--- config.mk ---
export PLATFORM = sky130hd
export DESIGN_NAME = edf_tick_scheduler_top_flat
export DESIGN_NICKNAME = d
export VERILOG_FILES = /design/src/sv/edf_pkg.sv /design/src/sv/edf_ifs.sv /design/src/sv/edf_ctrl.sv /design/src/sv/edf_dpath.sv /design/src/sv/edf_tick_scheduler_top.sv /design/src/flat_wrapper.sv
export VERILOG_INCLUDE_DIRS = /design/src /design/src/sv
export SDC_FILE = /design/constraint.sdc
export NUM_CORES = 2
export LEC_CHECK = 0
export BUFFER_PORTS_ARGS = -buffer_cell sky130_fd_sc_hd__buf_2
export CAP_MARGIN = 20
export CORE_ASPECT_RATIO = 1.4
export CORE_MARGIN = 2
export CORE_UTILIZATION = 60
export CTS_CLUSTER_SIZE = 8
export DETAILED_ROUTE_END_ITERATION = 8
export GPL_ROUTABILITY_DRIVEN = 0
export PLACE_DENSITY = 0.79
export SKIP_CTS_REPAIR_TIMING = 1
export SYNTH_ARGS = -nofsm -noshare
export SYNTH_HDL_FRONTEND = slang
export SYNTH_SLANG_ARGS = --single-unit
--- constraint.sdc ---
create_clock -name clk -period 12.2 [get_ports clk]
set_clock_uncertainty 0.2 [all_clocks]
set_input_delay 2.44 -clock clk [delete_from_list [all_inputs] [get_ports clk]]
set_output_delay 2.44 -clock clk [all_outputs]
set_load 0.01 [all_outputs]
--- src/sv/edf_tick_scheduler_top_defines.svh ---
// Assertion macros for the scheduler top level.
`ifndef EDF_TICK_SCHEDULER_TOP_DEFINES_SVH
`define EDF_TICK_SCHEDULER_TOP_DEFINES_SVH
`ifndef NO_ASSERTIONS
`define EDF_ASSERT(lbl, prop) \
    lbl: assert property (@(posedge clk) disable iff (!rst_n) prop) \
        else $error("edf scheduler check failed");
`define EDF_ASSERT_ALWAYS(lbl, prop) \
    lbl: assert property (@(posedge clk) prop) \
        else $error("edf scheduler check failed");
`else
`define EDF_ASSERT(lbl, prop)
`define EDF_ASSERT_ALWAYS(lbl, prop)
`endif
`endif

--- src/sv/edf_pkg.sv ---
package edf_pkg;

    localparam int MAX_TASKS_DEF = 16;

    localparam logic [1:0] CMD_TICK    = 2'd0;
    localparam logic [1:0] CMD_LOAD    = 2'd1;
    localparam logic [1:0] CMD_RESTART = 2'd2;

    localparam logic [4:0] TASK_COUNT_RST = 5'd1;

    localparam logic signed [17:0] CD_MIN = 18'sh20000;

    typedef enum logic [2:0] {
        S_IDLE,
        S_SCAN,
        S_DRAIN,
        S_FINISH,
        S_REPLY
    } state_t;

    typedef struct packed {
        logic load_we;
        logic restart;
        logic best_clear;
        logic rd_en;
        logic finish;
        logic reply;
    } ctrl_cmd_t;

    typedef struct packed {
        logic out_free;
        logic none_active;
    } ctrl_stat_t;

endpackage

--- src/sv/edf_ifs.sv ---
interface edf_req_if;
    logic        valid;
    logic        ready;
    logic [1:0]  cmd;
    logic [3:0]  task_index;
    logic [15:0] exec_time;
    logic [15:0] period_len;
    logic [15:0] rel_deadline;

    modport source (output valid, cmd, task_index, exec_time, period_len, rel_deadline,
                    input ready);
    modport sink (input valid, cmd, task_index, exec_time, period_len, rel_deadline,
                  output ready);
endinterface

interface edf_rsp_if;
    logic        valid;
    logic        ready;
    logic [31:0] tick_time;
    logic [3:0]  running_task;
    logic        idle;

    modport source (output valid, tick_time, running_task, idle, input ready);
    modport sink (input valid, tick_time, running_task, idle, output ready);
endinterface

--- src/sv/edf_ctrl.sv ---
module edf_ctrl #(
    parameter int MAX_TASKS = edf_pkg::MAX_TASKS_DEF
) (
    input  logic                                    clk,
    input  logic                                    rst_n,
    input  logic                                    req_valid,
    input  logic [1:0]                              req_cmd,
    output logic                                    req_ready,
    input  edf_pkg::ctrl_stat_t                     stat,
    input  logic [$clog2(MAX_TASKS+1)-1:0]          active_n,
    output edf_pkg::ctrl_cmd_t                      ctrl,
    output logic [(MAX_TASKS > 1 ? $clog2(MAX_TASKS) : 1)-1:0] rd_addr
);

    localparam int CNT_W = $clog2(MAX_TASKS + 1);
    localparam int IDX_W = MAX_TASKS > 1 ? $clog2(MAX_TASKS) : 1;

    edf_pkg::state_t   state_reg, state_next;
    logic [CNT_W-1:0]  scan_idx_reg, scan_idx_next;
    logic [CNT_W-1:0]  scan_inc;
    logic              scan_last;

    assign scan_inc  = scan_idx_reg + CNT_W'(1);
    assign scan_last = (scan_inc == active_n);
    assign rd_addr   = scan_idx_reg[IDX_W-1:0];

    always_ff @(posedge clk or negedge rst_n)
    begin
        if (!rst_n)
        begin
            state_reg    <= edf_pkg::S_IDLE;
            scan_idx_reg <= '0;
        end
        else
        begin
            state_reg    <= state_next;
            scan_idx_reg <= scan_idx_next;
        end
    end

    always_comb
    begin
        state_next    = state_reg;
        scan_idx_next = scan_idx_reg;
        case (state_reg)
            edf_pkg::S_IDLE:
            begin
                scan_idx_next = '0;
                if (req_valid)
                begin
                    if (req_cmd == edf_pkg::CMD_TICK)
                        state_next = stat.none_active ? edf_pkg::S_FINISH : edf_pkg::S_SCAN;
                    else
                        state_next = edf_pkg::S_REPLY;
                end
            end
            edf_pkg::S_SCAN:
            begin
                scan_idx_next = scan_inc;
                if (scan_last)
                    state_next = edf_pkg::S_DRAIN;
            end
            edf_pkg::S_DRAIN:
                state_next = edf_pkg::S_FINISH;
            edf_pkg::S_FINISH, edf_pkg::S_REPLY:
            begin
                if (stat.out_free)
                    state_next = edf_pkg::S_IDLE;
            end
            default:
                state_next = edf_pkg::S_IDLE;
        endcase
    end

    always_comb
    begin
        ctrl      = '0;
        req_ready = 1'b0;
        case (state_reg)
            edf_pkg::S_IDLE:
            begin
                req_ready = 1'b1;
                if (req_valid)
                begin
                    case (req_cmd)
                        edf_pkg::CMD_TICK:    ctrl.best_clear = 1'b1;
                        edf_pkg::CMD_LOAD:    ctrl.load_we    = 1'b1;
                        edf_pkg::CMD_RESTART: ctrl.restart    = 1'b1;
                        default:              ctrl            = '0;
                    endcase
                end
            end
            edf_pkg::S_SCAN:   ctrl.rd_en  = 1'b1;
            edf_pkg::S_FINISH: ctrl.finish = stat.out_free;
            edf_pkg::S_REPLY:  ctrl.reply  = stat.out_free;
            default:           ctrl        = '0;
        endcase
    end

endmodule

--- src/sv/edf_dpath.sv ---
module edf_dpath #(
    parameter int MAX_TASKS = edf_pkg::MAX_TASKS_DEF
) (
    input  logic                                    clk,
    input  logic                                    rst_n,
    input  edf_pkg::ctrl_cmd_t                      ctrl,
    input  logic [(MAX_TASKS > 1 ? $clog2(MAX_TASKS) : 1)-1:0] rd_addr,
    input  logic                                    cfg_we,
    input  logic [4:0]                              cfg_wdata,
    input  logic [3:0]                              task_index,
    input  logic [15:0]                             exec_time,
    input  logic [15:0]                             period_len,
    input  logic [15:0]                             rel_deadline,
    output edf_pkg::ctrl_stat_t                     stat,
    output logic [$clog2(MAX_TASKS+1)-1:0]          active_n,
    input  logic                                    rsp_ready,
    output logic                                    rsp_valid,
    output logic [31:0]                             tick_time,
    output logic [3:0]                              running_task,
    output logic                                    idle
);

    localparam int CNT_W = $clog2(MAX_TASKS + 1);
    localparam int IDX_W = MAX_TASKS > 1 ? $clog2(MAX_TASKS) : 1;

    // task tables
    logic [15:0] exec_mem   [MAX_TASKS];
    logic [15:0] period_mem [MAX_TASKS];
    logic [15:0] dl_mem     [MAX_TASKS];
    // run state
    logic [15:0]        work_mem  [MAX_TASKS];
    logic [15:0]        phase_mem [MAX_TASKS];
    logic signed [17:0] cd_mem    [MAX_TASKS];
    logic [MAX_TASKS-1:0] run_vld_reg;

    logic [4:0]  task_count_reg;
    logic [31:0] time_reg;

    logic [15:0]        exec_rd_reg, period_rd_reg, dl_rd_reg, work_rd_reg, phase_rd_reg;
    logic signed [17:0] cd_rd_reg;
    logic               vld_rd_reg;
    logic               wb_pend_reg;
    logic [IDX_W-1:0]   wb_idx_reg;

    logic               best_found_reg;
    logic [IDX_W-1:0]   best_idx_reg;
    logic signed [17:0] best_cd_reg;
    logic [15:0]        best_work_reg;

    logic        rsp_valid_reg;
    logic [31:0] tick_time_reg;
    logic [3:0]  running_reg;
    logic        idle_reg;

    logic               tbl_we;
    logic [IDX_W-1:0]   tbl_waddr;
    logic [15:0]        w_cur, ph_cur, w_rel, ph_new;
    logic signed [17:0] cd_cur, cd_rel, cd_new;
    logic [16:0]        ph_inc;
    logic               released, take;
    logic               work_we;
    logic [IDX_W-1:0]   work_waddr;
    logic [15:0]        work_wdata;

    assign tbl_we    = ctrl.load_we && (32'(task_index) < 32'(MAX_TASKS));
    assign tbl_waddr = IDX_W'(task_index);

    assign active_n = (32'(task_count_reg) > 32'(MAX_TASKS)) ? CNT_W'(MAX_TASKS)
                                                             : CNT_W'(task_count_reg);
    assign stat.none_active = (active_n == '0);
    assign stat.out_free    = !rsp_valid_reg || rsp_ready;

    always_ff @(posedge clk or negedge rst_n)
    begin
        if (!rst_n)
            task_count_reg <= edf_pkg::TASK_COUNT_RST;
        else if (cfg_we)
            task_count_reg <= cfg_wdata;
    end

    always_ff @(posedge clk)
    begin
        if (tbl_we)
        begin
            exec_mem[tbl_waddr]   <= exec_time;
            period_mem[tbl_waddr] <= period_len;
            dl_mem[tbl_waddr]     <= rel_deadline;
        end
        if (ctrl.rd_en)
        begin
            exec_rd_reg   <= exec_mem[rd_addr];
            period_rd_reg <= period_mem[rd_addr];
            dl_rd_reg     <= dl_mem[rd_addr];
            work_rd_reg   <= work_mem[rd_addr];
            phase_rd_reg  <= phase_mem[rd_addr];
            cd_rd_reg     <= cd_mem[rd_addr];
            vld_rd_reg    <= run_vld_reg[rd_addr];
            wb_idx_reg    <= rd_addr;
        end
    end

    // release, selection and countdown update for the entry read last cycle
    always_comb
    begin
        w_cur    = vld_rd_reg ? work_rd_reg  : '0;
        ph_cur   = vld_rd_reg ? phase_rd_reg : '0;
        cd_cur   = vld_rd_reg ? cd_rd_reg    : '0;
        released = (ph_cur == '0);
        w_rel    = released ? exec_rd_reg : w_cur;
        cd_rel   = released ? $signed({2'b00, dl_rd_reg}) : cd_cur;
        take     = (w_rel != '0) && (!best_found_reg || (cd_rel < best_cd_reg));
        cd_new   = (cd_rel == edf_pkg::CD_MIN) ? cd_rel : cd_rel - 18'sd1;
        ph_inc   = {1'b0, ph_cur} + 17'd1;
        ph_new   = (ph_inc >= {1'b0, period_rd_reg}) ? '0 : ph_inc[15:0];
    end

    assign work_we    = wb_pend_reg || (ctrl.finish && best_found_reg);
    assign work_waddr = wb_pend_reg ? wb_idx_reg : best_idx_reg;
    assign work_wdata = wb_pend_reg ? w_rel : best_work_reg - 16'd1;

    always_ff @(posedge clk)
    begin
        if (work_we)
            work_mem[work_waddr] <= work_wdata;
        if (wb_pend_reg)
        begin
            phase_mem[wb_idx_reg] <= ph_new;
            cd_mem[wb_idx_reg]    <= cd_new;
        end
    end

    always_ff @(posedge clk or negedge rst_n)
    begin
        if (!rst_n)
        begin
            run_vld_reg    <= '0;
            wb_pend_reg    <= 1'b0;
            best_found_reg <= 1'b0;
            time_reg       <= '0;
            rsp_valid_reg  <= 1'b0;
        end
        else
        begin
            wb_pend_reg <= ctrl.rd_en;
            if (ctrl.restart)
                run_vld_reg <= '0;
            else if (wb_pend_reg)
                run_vld_reg[wb_idx_reg] <= 1'b1;

            if (ctrl.best_clear)
                best_found_reg <= 1'b0;
            else if (wb_pend_reg && take)
                best_found_reg <= 1'b1;

            if (ctrl.restart)
                time_reg <= '0;
            else if (ctrl.finish)
                time_reg <= time_reg + 32'd1;

            if (ctrl.finish || ctrl.reply)
                rsp_valid_reg <= 1'b1;
            else if (rsp_ready)
                rsp_valid_reg <= 1'b0;
        end
    end

    always_ff @(posedge clk)
    begin
        if (wb_pend_reg && take)
        begin
            best_idx_reg  <= wb_idx_reg;
            best_cd_reg   <= cd_rel;
            best_work_reg <= w_rel;
        end
        if (ctrl.finish)
        begin
            tick_time_reg <= time_reg;
            running_reg   <= best_found_reg ? 4'(best_idx_reg) : 4'd0;
            idle_reg      <= !best_found_reg;
        end
        else if (ctrl.reply)
        begin
            tick_time_reg <= time_reg;
            running_reg   <= 4'd0;
            idle_reg      <= 1'b1;
        end
    end

    assign rsp_valid    = rsp_valid_reg;
    assign tick_time    = tick_time_reg;
    assign running_task = running_reg;
    assign idle         = idle_reg;

endmodule

--- src/sv/edf_tick_scheduler_top.sv ---
// Earliest-deadline-first scheduler for periodic tasks.
// req carries one command per beat: tick, load a task entry, or restart.
// rsp returns exactly one beat per req beat, in order: the tick time, the
// task that ran and an idle flag (idle is set for every non-tick command).
// cfg_we/cfg_wdata write the active task count; write it only while idle.
// A tick reads the table once per active task through the per-task
// memories (S_SCAN), drains the read pipeline (S_DRAIN) and commits the
// winner (S_FINISH), which registers its rsp beat. Load, restart and
// unused commands go straight to S_REPLY, and a tick with no active task
// straight to S_FINISH; either registers the rsp beat. The controller then
// returns to S_IDLE for the next req beat.
// req.ready is high only while the controller waits for a command.
// rsp is a single output register: a new command is still accepted while
// a beat waits, and the block holds in its final cycle until rsp drains.
// Reset clears run state, time and the output register and sets the task
// count to one; task tables hold garbage until loaded.
`include "edf_tick_scheduler_top_defines.svh"

module edf_tick_scheduler_top #(
    parameter int MAX_TASKS = edf_pkg::MAX_TASKS_DEF
) (
    input  logic        clk,
    input  logic        rst_n,
    edf_req_if.sink     req,
    edf_rsp_if.source   rsp,
    input  logic        cfg_we,
    input  logic [4:0]  cfg_wdata
);

    localparam int CNT_W = $clog2(MAX_TASKS + 1);
    localparam int IDX_W = MAX_TASKS > 1 ? $clog2(MAX_TASKS) : 1;

    edf_pkg::ctrl_cmd_t  ctrl;
    edf_pkg::ctrl_stat_t stat;
    logic [CNT_W-1:0]    active_n;
    logic [IDX_W-1:0]    rd_addr;

    edf_ctrl #(
        .MAX_TASKS (MAX_TASKS)
    ) u_ctrl (
        .clk       (clk),
        .rst_n     (rst_n),
        .req_valid (req.valid),
        .req_cmd   (req.cmd),
        .req_ready (req.ready),
        .stat      (stat),
        .active_n  (active_n),
        .ctrl      (ctrl),
        .rd_addr   (rd_addr)
    );

    edf_dpath #(
        .MAX_TASKS (MAX_TASKS)
    ) u_dpath (
        .clk          (clk),
        .rst_n        (rst_n),
        .ctrl         (ctrl),
        .rd_addr      (rd_addr),
        .cfg_we       (cfg_we),
        .cfg_wdata    (cfg_wdata),
        .task_index   (req.task_index),
        .exec_time    (req.exec_time),
        .period_len   (req.period_len),
        .rel_deadline (req.rel_deadline),
        .stat         (stat),
        .active_n     (active_n),
        .rsp_ready    (rsp.ready),
        .rsp_valid    (rsp.valid),
        .tick_time    (rsp.tick_time),
        .running_task (rsp.running_task),
        .idle         (rsp.idle)
    );

    `EDF_ASSERT_ALWAYS(a_one_cmd, $onehot0(ctrl))
    `EDF_ASSERT(a_no_accept_in_scan, ctrl.rd_en |-> !req.ready)
    `EDF_ASSERT(a_commit_slot_free, (ctrl.finish || ctrl.reply) |-> stat.out_free)
    `EDF_ASSERT(a_scan_in_range, ctrl.rd_en |-> (CNT_W'(rd_addr) < active_n))

endmodule

--- src/flat_wrapper.sv ---
// flat-port wrapper written by rule: the top's interface ports become plain ports
module edf_tick_scheduler_top_flat 
#(
    parameter int MAX_TASKS = edf_pkg::MAX_TASKS_DEF
)
  (clk, rst_n, cfg_we, cfg_wdata, req_valid, req_cmd, req_task_index, req_exec_time, req_period_len, req_rel_deadline, req_ready, rsp_valid, rsp_tick_time, rsp_running_task, rsp_idle, rsp_ready);
  edf_req_if req_i ();
  edf_rsp_if rsp_i ();
  input  logic clk;
  input  logic rst_n;
  input  logic cfg_we;
  input  logic [4:0] cfg_wdata;
  input wire logic [$bits(req_i.valid)-1:0] req_valid;
  input wire logic [$bits(req_i.cmd)-1:0] req_cmd;
  input wire logic [$bits(req_i.task_index)-1:0] req_task_index;
  input wire logic [$bits(req_i.exec_time)-1:0] req_exec_time;
  input wire logic [$bits(req_i.period_len)-1:0] req_period_len;
  input wire logic [$bits(req_i.rel_deadline)-1:0] req_rel_deadline;
  output wire logic [$bits(req_i.ready)-1:0] req_ready;
  output wire logic [$bits(rsp_i.valid)-1:0] rsp_valid;
  output wire logic [$bits(rsp_i.tick_time)-1:0] rsp_tick_time;
  output wire logic [$bits(rsp_i.running_task)-1:0] rsp_running_task;
  output wire logic [$bits(rsp_i.idle)-1:0] rsp_idle;
  input wire logic [$bits(rsp_i.ready)-1:0] rsp_ready;
  assign req_i.valid = req_valid;
  assign req_i.cmd = req_cmd;
  assign req_i.task_index = req_task_index;
  assign req_i.exec_time = req_exec_time;
  assign req_i.period_len = req_period_len;
  assign req_i.rel_deadline = req_rel_deadline;
  assign req_ready = req_i.ready;
  assign rsp_valid = rsp_i.valid;
  assign rsp_tick_time = rsp_i.tick_time;
  assign rsp_running_task = rsp_i.running_task;
  assign rsp_idle = rsp_i.idle;
  assign rsp_i.ready = rsp_ready;
  edf_tick_scheduler_top #(.MAX_TASKS(MAX_TASKS)) u_core (.clk(clk), .rst_n(rst_n), .req(req_i), .rsp(rsp_i), .cfg_we(cfg_we), .cfg_wdata(cfg_wdata));
endmodule
Yosys cells after proc, flatten, opt, wreduce, memory -nomap -nowiden
Memories as Yosys holds them, arrays and structs flattened. A register that Yosys moved wholly into a read port is not among the register bits.
Index checks and enable logic that the tools add are counted.
{ "op_classes": {"addsub": 5, "magnitude_cmp": 6, "n_eq_ne": 11, "n_mux": 51, "bitwise_logic": 1, "reduce_logical": 23} }
{ "ops": {"columns": ["cell", "n"], "rows": [
  ["$mux W32", 4],
  ["$mux W16", 7],
  ["$mux W18", 3],
  ["$add A32 B1 Y32 const B", 1],
  ["$eq A18 B18 Y1 const B", 1],
  ["$lt A18 B18 Y1", 1],
  ["$mux W1", 18],
  ["$sub A18 B2 Y18 const B", 1],
  ["$add A16 B1 Y17 const B", 1],
  ["$ge A17 B16 Y1", 1],
  ["$logic_not A16 Y1", 1],
  ["$mux W4", 4],
  ["$or A16 B16 Y16", 1],
  ["$reduce_bool A16 Y1", 1],
  ["$sub A16 B1 Y16 const B", 1],
  ["$mux W3", 5],
  ["$pmux W3 S4", 1],
  ["$reduce_bool A2 Y1", 6],
  ["$lt A4 B5 Y1 const B", 2],
  ["$pmux W5 S2", 1],
  ["$eq A3 B2 Y1 const B", 2],
  ["$mux W6", 1],
  ["$ne A2 B2 Y1 const B", 3],
  ["$pmux W1 S2", 3],
  ["other kinds (20)", 27]
]} }
{ "word_totals": {"reg_bits": 144, "ramBits": 1568, "in_bits": 64, "output_inout_bits": 39, "wordCells": 119, "n_memories": 6} }
{ "mem_list": {"columns": ["name", "depth", "word_bits", "rd", "rd_clocked_by_memory_dff", "write_ports", "line", "text"], "rows": [
  ["u_core.u_dpath.cd_mem", 16, 18, 1, 1, 1, "edf_dpath.sv:33", "logic signed [17:0] cd_mem [MAX_TASKS];"],
  ["u_core.u_dpath.dl_mem", 16, 16, 1, 1, 1, "edf_dpath.sv:29", "logic [15:0] dl_mem [MAX_TASKS];"],
  ["u_core.u_dpath.exec_mem", 16, 16, 1, 1, 1, "edf_dpath.sv:27", "logic [15:0] exec_mem [MAX_TASKS];"],
  ["u_core.u_dpath.period_mem", 16, 16, 1, 1, 1, "edf_dpath.sv:28", "logic [15:0] period_mem [MAX_TASKS];"],
  ["u_core.u_dpath.phase_mem", 16, 16, 1, 1, 1, "edf_dpath.sv:32", "logic [15:0] phase_mem [MAX_TASKS];"],
  ["u_core.u_dpath.work_mem", 16, 16, 1, 1, 1, "edf_dpath.sv:31", "logic [15:0] work_mem [MAX_TASKS];"]
]} }

Logic depth before layout (Yosys ltp)
{ "depth": {"ltp_word": 9, "depth_mapped": 19, "mapped_depth_nobuf": 15} }

By module
A second synthesis with hierarchy kept.
{ "hier_totals": {"hier_cells": 3269, "hier_area_um2": 70556.4} }
{ "modules_own_cells": {"columns": ["mod", "instances", "cells_per_inst", "area_each_um2", "seq_area_each_um2"], "rows": [
  ["edf_dpath", 1, 3195, 69957.1, 53832.9],
  ["edf_ctrl", 1, 74, 599.3, 200.2]
]} }

Worst setup path before layout
Ideal clock, no wire load.
{ "synth_timing": {"path_type": "input to register", "startpoint": "in req_valid", "endpoint": "mem u_core.u_dpath.dl_mem[0][0] (enable)", "setup_ns": 0.513, "arrival_ns": 6.626, "t_required_ns": 11.487, "setup_slack_ns": 4.861, "path_stages": 4, "n_path_buf": 0, "cell_sequence": "nand2_1 nor3b_1 or3b_2 nor3_1"} }
{ "synth_between": {"elab_chain_len": 4} }
{ "synth_lines": {"columns": ["element", "line", "text"], "rows": [
  ["start, declared", "flat_wrapper.sv:13", "input wire logic [$bits(req_i.valid)-1:0] req_valid;"],
  ["$mux W6", "edf_ctrl.sv:83", "if (req_valid)"],
  ["$mux W3", "edf_ctrl.sv:79", "case (state_reg)"],
  ["$mux W1", "edf_dpath.sv:83", "if (tbl_we)"],
  ["$mux W1 (not written as such)", "edf_dpath.sv:87", "dl_mem[tbl_waddr] <= rel_deadline;"],
  ["end, declared", "edf_dpath.sv:29", null]
]} }
No other way between the ends.

Worst setup path in the final report
{ "layout_timing": {"startpoint": "reg u_core.u_dpath.vld_rd_reg", "endpoint": "mem u_core.u_dpath.cd_mem[4][10] (data pin)"} }
{ "layout_between": {"elab_chain_len": 5, "elab_cells_between_ends": 7, "cone_classes": "1 x add/sub; 1 x eq/ne; 4 x mux; 1 x reduce/logical"} }
{ "layout_lines": {"columns": ["element", "line", "text"], "rows": [
  ["start, declared", "edf_dpath.sv:41", "logic vld_rd_reg;"],
  ["start signal, assigned", "edf_dpath.sv:97", "vld_rd_reg <= run_vld_reg[rd_addr];"],
  ["$mux W16", "edf_dpath.sv:106", "ph_cur = vld_rd_reg ? phase_rd_reg : '0;"],
  ["$logic_not A16 Y1", "edf_dpath.sv:108", "released = (ph_cur == '0);"],
  ["$mux W18 *", "edf_dpath.sv:110", "cd_rel = released ? $signed({2'b00, dl_rd_reg}) : cd_cur;"],
  ["$sub A18 B2 Y18 / $eq A18 B18 Y1 (equally long branches)", "edf_dpath.sv:112", "cd_new = (cd_rel == edf_pkg::CD_MIN) ? cd_rel : cd_rel - 18'sd1;"],
  ["$mux W18 *", "edf_dpath.sv:112", null],
  ["net u_core.u_dpath.cd_new[10]", "edf_dpath.sv:58", "logic signed [17:0] cd_cur, cd_rel, cd_new;"],
  ["end, declared", "edf_dpath.sv:33", null]
]} }
The timed path passes the listed nets; every way through them passes the cells marked *.

==> key figures <==
Outcome
  – Outcome: complete, no violations

Timing
  – Worst hold slack: 0.275 ns
  – Rel. slew slack: 21.5%
  – Slew of the pin with the lowest slew margin: 1.18 ns
  – Final hold vios: 0
  – Achievable clock frequency: 147 MHz
  – Clock period minus worst slack: 6.82 ns
  – Period Utilization, post-route: 55.9%
  – Final setup fails: 0
  – Final slew viol count: 0
  – Setup TNS: 0 ns
  – RSZ-0062 raised after global routing: false

Worst setup path
  – Critical Path End Type: flop
  – CP Launch Type: flop
  – Crit Path Class: flop to flop
  – Worst reg-to-reg path cell count: 16
  – WP data arrival: 7.12 ns
  – Crit Path Max Fanout: 71
  – Crit path required time: 12.49 ns

Floorplan
  – Die W: 294 um
  – I/O pins: 103
  – FP Rows: 148
  – Total core area: 0.116 mm2
  – Die area: 0.120 mm2
  – Starting Density: 60.6%
  – Chip height: 409 um

Clock tree
  – Number of H-tree levels: 5
  – Clock sinks: 1810
  – Root buf cell: clkbuf_16
  – CTS clk-pin slew, worst paths: 0.05 ns
  – CTS buffer count: 276
  – Skew-Pair Late Insertion Delay: 0.89 ns
  – CTS tree: yes
  – Deepest clock path buffer count: 4

Logic synthesis
  – Mapped Cells: 3254
  – Post-synth EDFFs: 1746
  – Flops & latches, synth: 1810
  – Sequential area share after synthesis: 76.7%
  – YS warnings: 0
  – Syn_area_per_cell: 21.6 um2
  – Syn nets: 3357
  – Async SR Flop Fraction: 3.54%
  – Leading register cell type out of synthesis: edfxtp_1
  – Synth unique cells: 65
  – Syn Std Cell Area: 0.0704 mm2

Cells and area
  – Most common cell after layout, fill and taps aside: edfxtp_1
  – Commonest non-fill, non-tap cells in the layout: edfxtp_1 (1746), mux4_2 (495), clkbuf_16 (282), nor2_1 (120), nand2_1 (119)
  – # nets final: 3690
  – Register area: 0.0540 mm2
  – Multi-input logic area: 0.0159 mm2
  – Biggest register: u_core.u_dpath.cd_mem
  – Share of cells above drive strength 1: 29.3%
  – Fill cells: 6519
  – Max reg flops: 288
  – Syn-to-layout area delta: 14.4%

Drt
  – Via count of the routed design: 35600
  – WL/cell: 33.1 um
  – DR pass1 iterations: 8
  – Final ANT Viol Nets: 0
  – Post-route DRC violation count: 0
  – 1st-iter DRT viols: 4838
  – Total wire length: 170000 um
  – Via density: 6.94

GRT
  – GR Util All Layers: 28.9%
  – First-pass GRT wire length: 249000 um
  – Grt ovf: 0
  – Vias in the first global route: 36900
  – Largest net degree at the start of global routing: 153
  – Initial antenna violation count: 6

Power
  – Net Sw Frac: 27.8%
  – Seq pwr share: 44.1%
  – Leakage: 25.8 nW
  – Maximum vdd drop: 182 uV
  – Tot Pwr: 19.1 mW
  – Pwr dens: 237 mW/mm2
  – Switching power: 5.31 mW
  – Comb pwr share: 21.6%
  – Clk pwr share: 34.3%
  – Int Power: 13.8 mW

Flow run
  – Max cap viols: 0

Min path
  – Hold depth: 0
  – Hold Path Class: flop to flop

Place
  – Detailed Place HPWL: 84900 um
  – IO Port Bufs: 102
-- critical path: stages (launching register included) --
cell and delay (ns):
edfxtp_1 0.39, buf_4 0.36, and2_1 0.31, inv_1 0.12, ha_1 0.17, or4b_4 0.50, o41a_2 0.48, buf_4 0.29
and3_1 0.27, a21oi_1 0.27, ha_1 0.35, or4b_2 0.61, nor4_1 0.46, nand4_4 0.27, o21ai_1 0.37, nor2_1 0.12
xor2_1 0.86
-- synthesized netlist by cell type, drive strengths merged, types with 5 or more instances --
library cell	count	area, um2
edfxtp	1746	52400
mux4	495	11100
nor2	145	544
nand2	119	447
clkbuf	111	417
dfrtp	63	1580
inv	61	229
nand3	58	290
o21ai	51	255
xnor2	46	403
buf	40	158
ha	39	488
nor3	36	185
xor2	26	228
a21oi	19	95.1
nand4	18	128
nor4	18	113
and3	14	87.6
nor3b	14	105
and2	13	81.3
or3	12	75.1
mux2	9	101
nor2b	9	56.3
or4	9	71.3
nand3b	8	60.1
nand2b	7	43.8
or2	5	31.3
-- metrics by stage --
| stage | cell area (um2) | std cells | util [%] | setup WS, ns |
|---|---|---|---|---|
| 2_1_floorplan | 70400 | 3254 | - | 4.86 |
| 3_3_place_gp | 73200 | 4792 | 63.0 | 5.94 |
| 3_5_place_dp | 73300 | 4799 | 63.0 | 5.67 |
| 4_1_cts | 80500 | 5114 | 69.2 | 5.46 |
| 5_1_grt | 80600 | 5128 | 69.3 | 5.09 |
| 6_report | 80600 | 5129 | 69.3 | 5.38 |
-- worst paths after layout --
| path | slack, ns | endpoint | from |
|---|---|---|---|
| max in group asynchronous | 9.61 | u_core.u_ctrl.scan_idx_reg[2] | rst_n |
| min in group asynchronous | 1.54 | u_core.u_dpath.time_reg[23] | rst_n |
| worst min-delay path | 0.27 | u_core.u_dpath.tick_time[31] | u_core.u_dpath.time_reg[31] |
| worst max register to register | 5.38 | u_core.u_dpath.cd_mem[4][10] | u_core.u_dpath.vld_rd_reg |
| worst min register to register | 0.27 | u_core.u_dpath.tick_time[31] | u_core.u_dpath.time_reg[31] |
| worst max-delay path | 5.38 | u_core.u_dpath.cd_mem[4][10] | u_core.u_dpath.vld_rd_reg |
-- power by group through the flow --
stage | Sequential [mW] | Combinational [mW] | Clock (mW)
floorplan | 8.35 | 2.76 | 0
global placement | 8.48 | 3.69 | 0
detailed placement | 8.51 | 3.90 | 0
CTS | 8.42 | 4.03 | 6.63
global route | 8.45 | 4.38 | 6.86
finish | 8.43 | 4.12 | 6.56
-- routing by layer --
| metal | vias to the layer above | wire length, um | global-route usage [%] |
|---|---|---|---|
| li1 | 14100 | - | - |
| met1 | 18600 | 60300 | 38.1 |
| met2 | 2517 | 88300 | 48.4 |
| met3 | 441 | 15300 | 5.64 |
| met4 | 0 | 5880 | 10.6 |
| met5 | - | 0 | 0 |
-- cell type report --
class                      count  area share, %
antenna                        5         0.0155
clock buffer                 306           8.87
clock inverter                 9          0.115
inverter                      61          0.287
multi-input combinational   1232           19.7
sequential                  1810           67.1
tap                         1500           2.33
timing repair buffer         206           1.63
-- kinds of logic after synthesis --
family,synth area share [%]
compound gates,1.07
xor+xnor,0.895
fa+ha+maj,0.693
buf+inv,1.14
flops,76.7
mux,16.0
simple gates,3.45
Power figures use the tool's default switching activity.
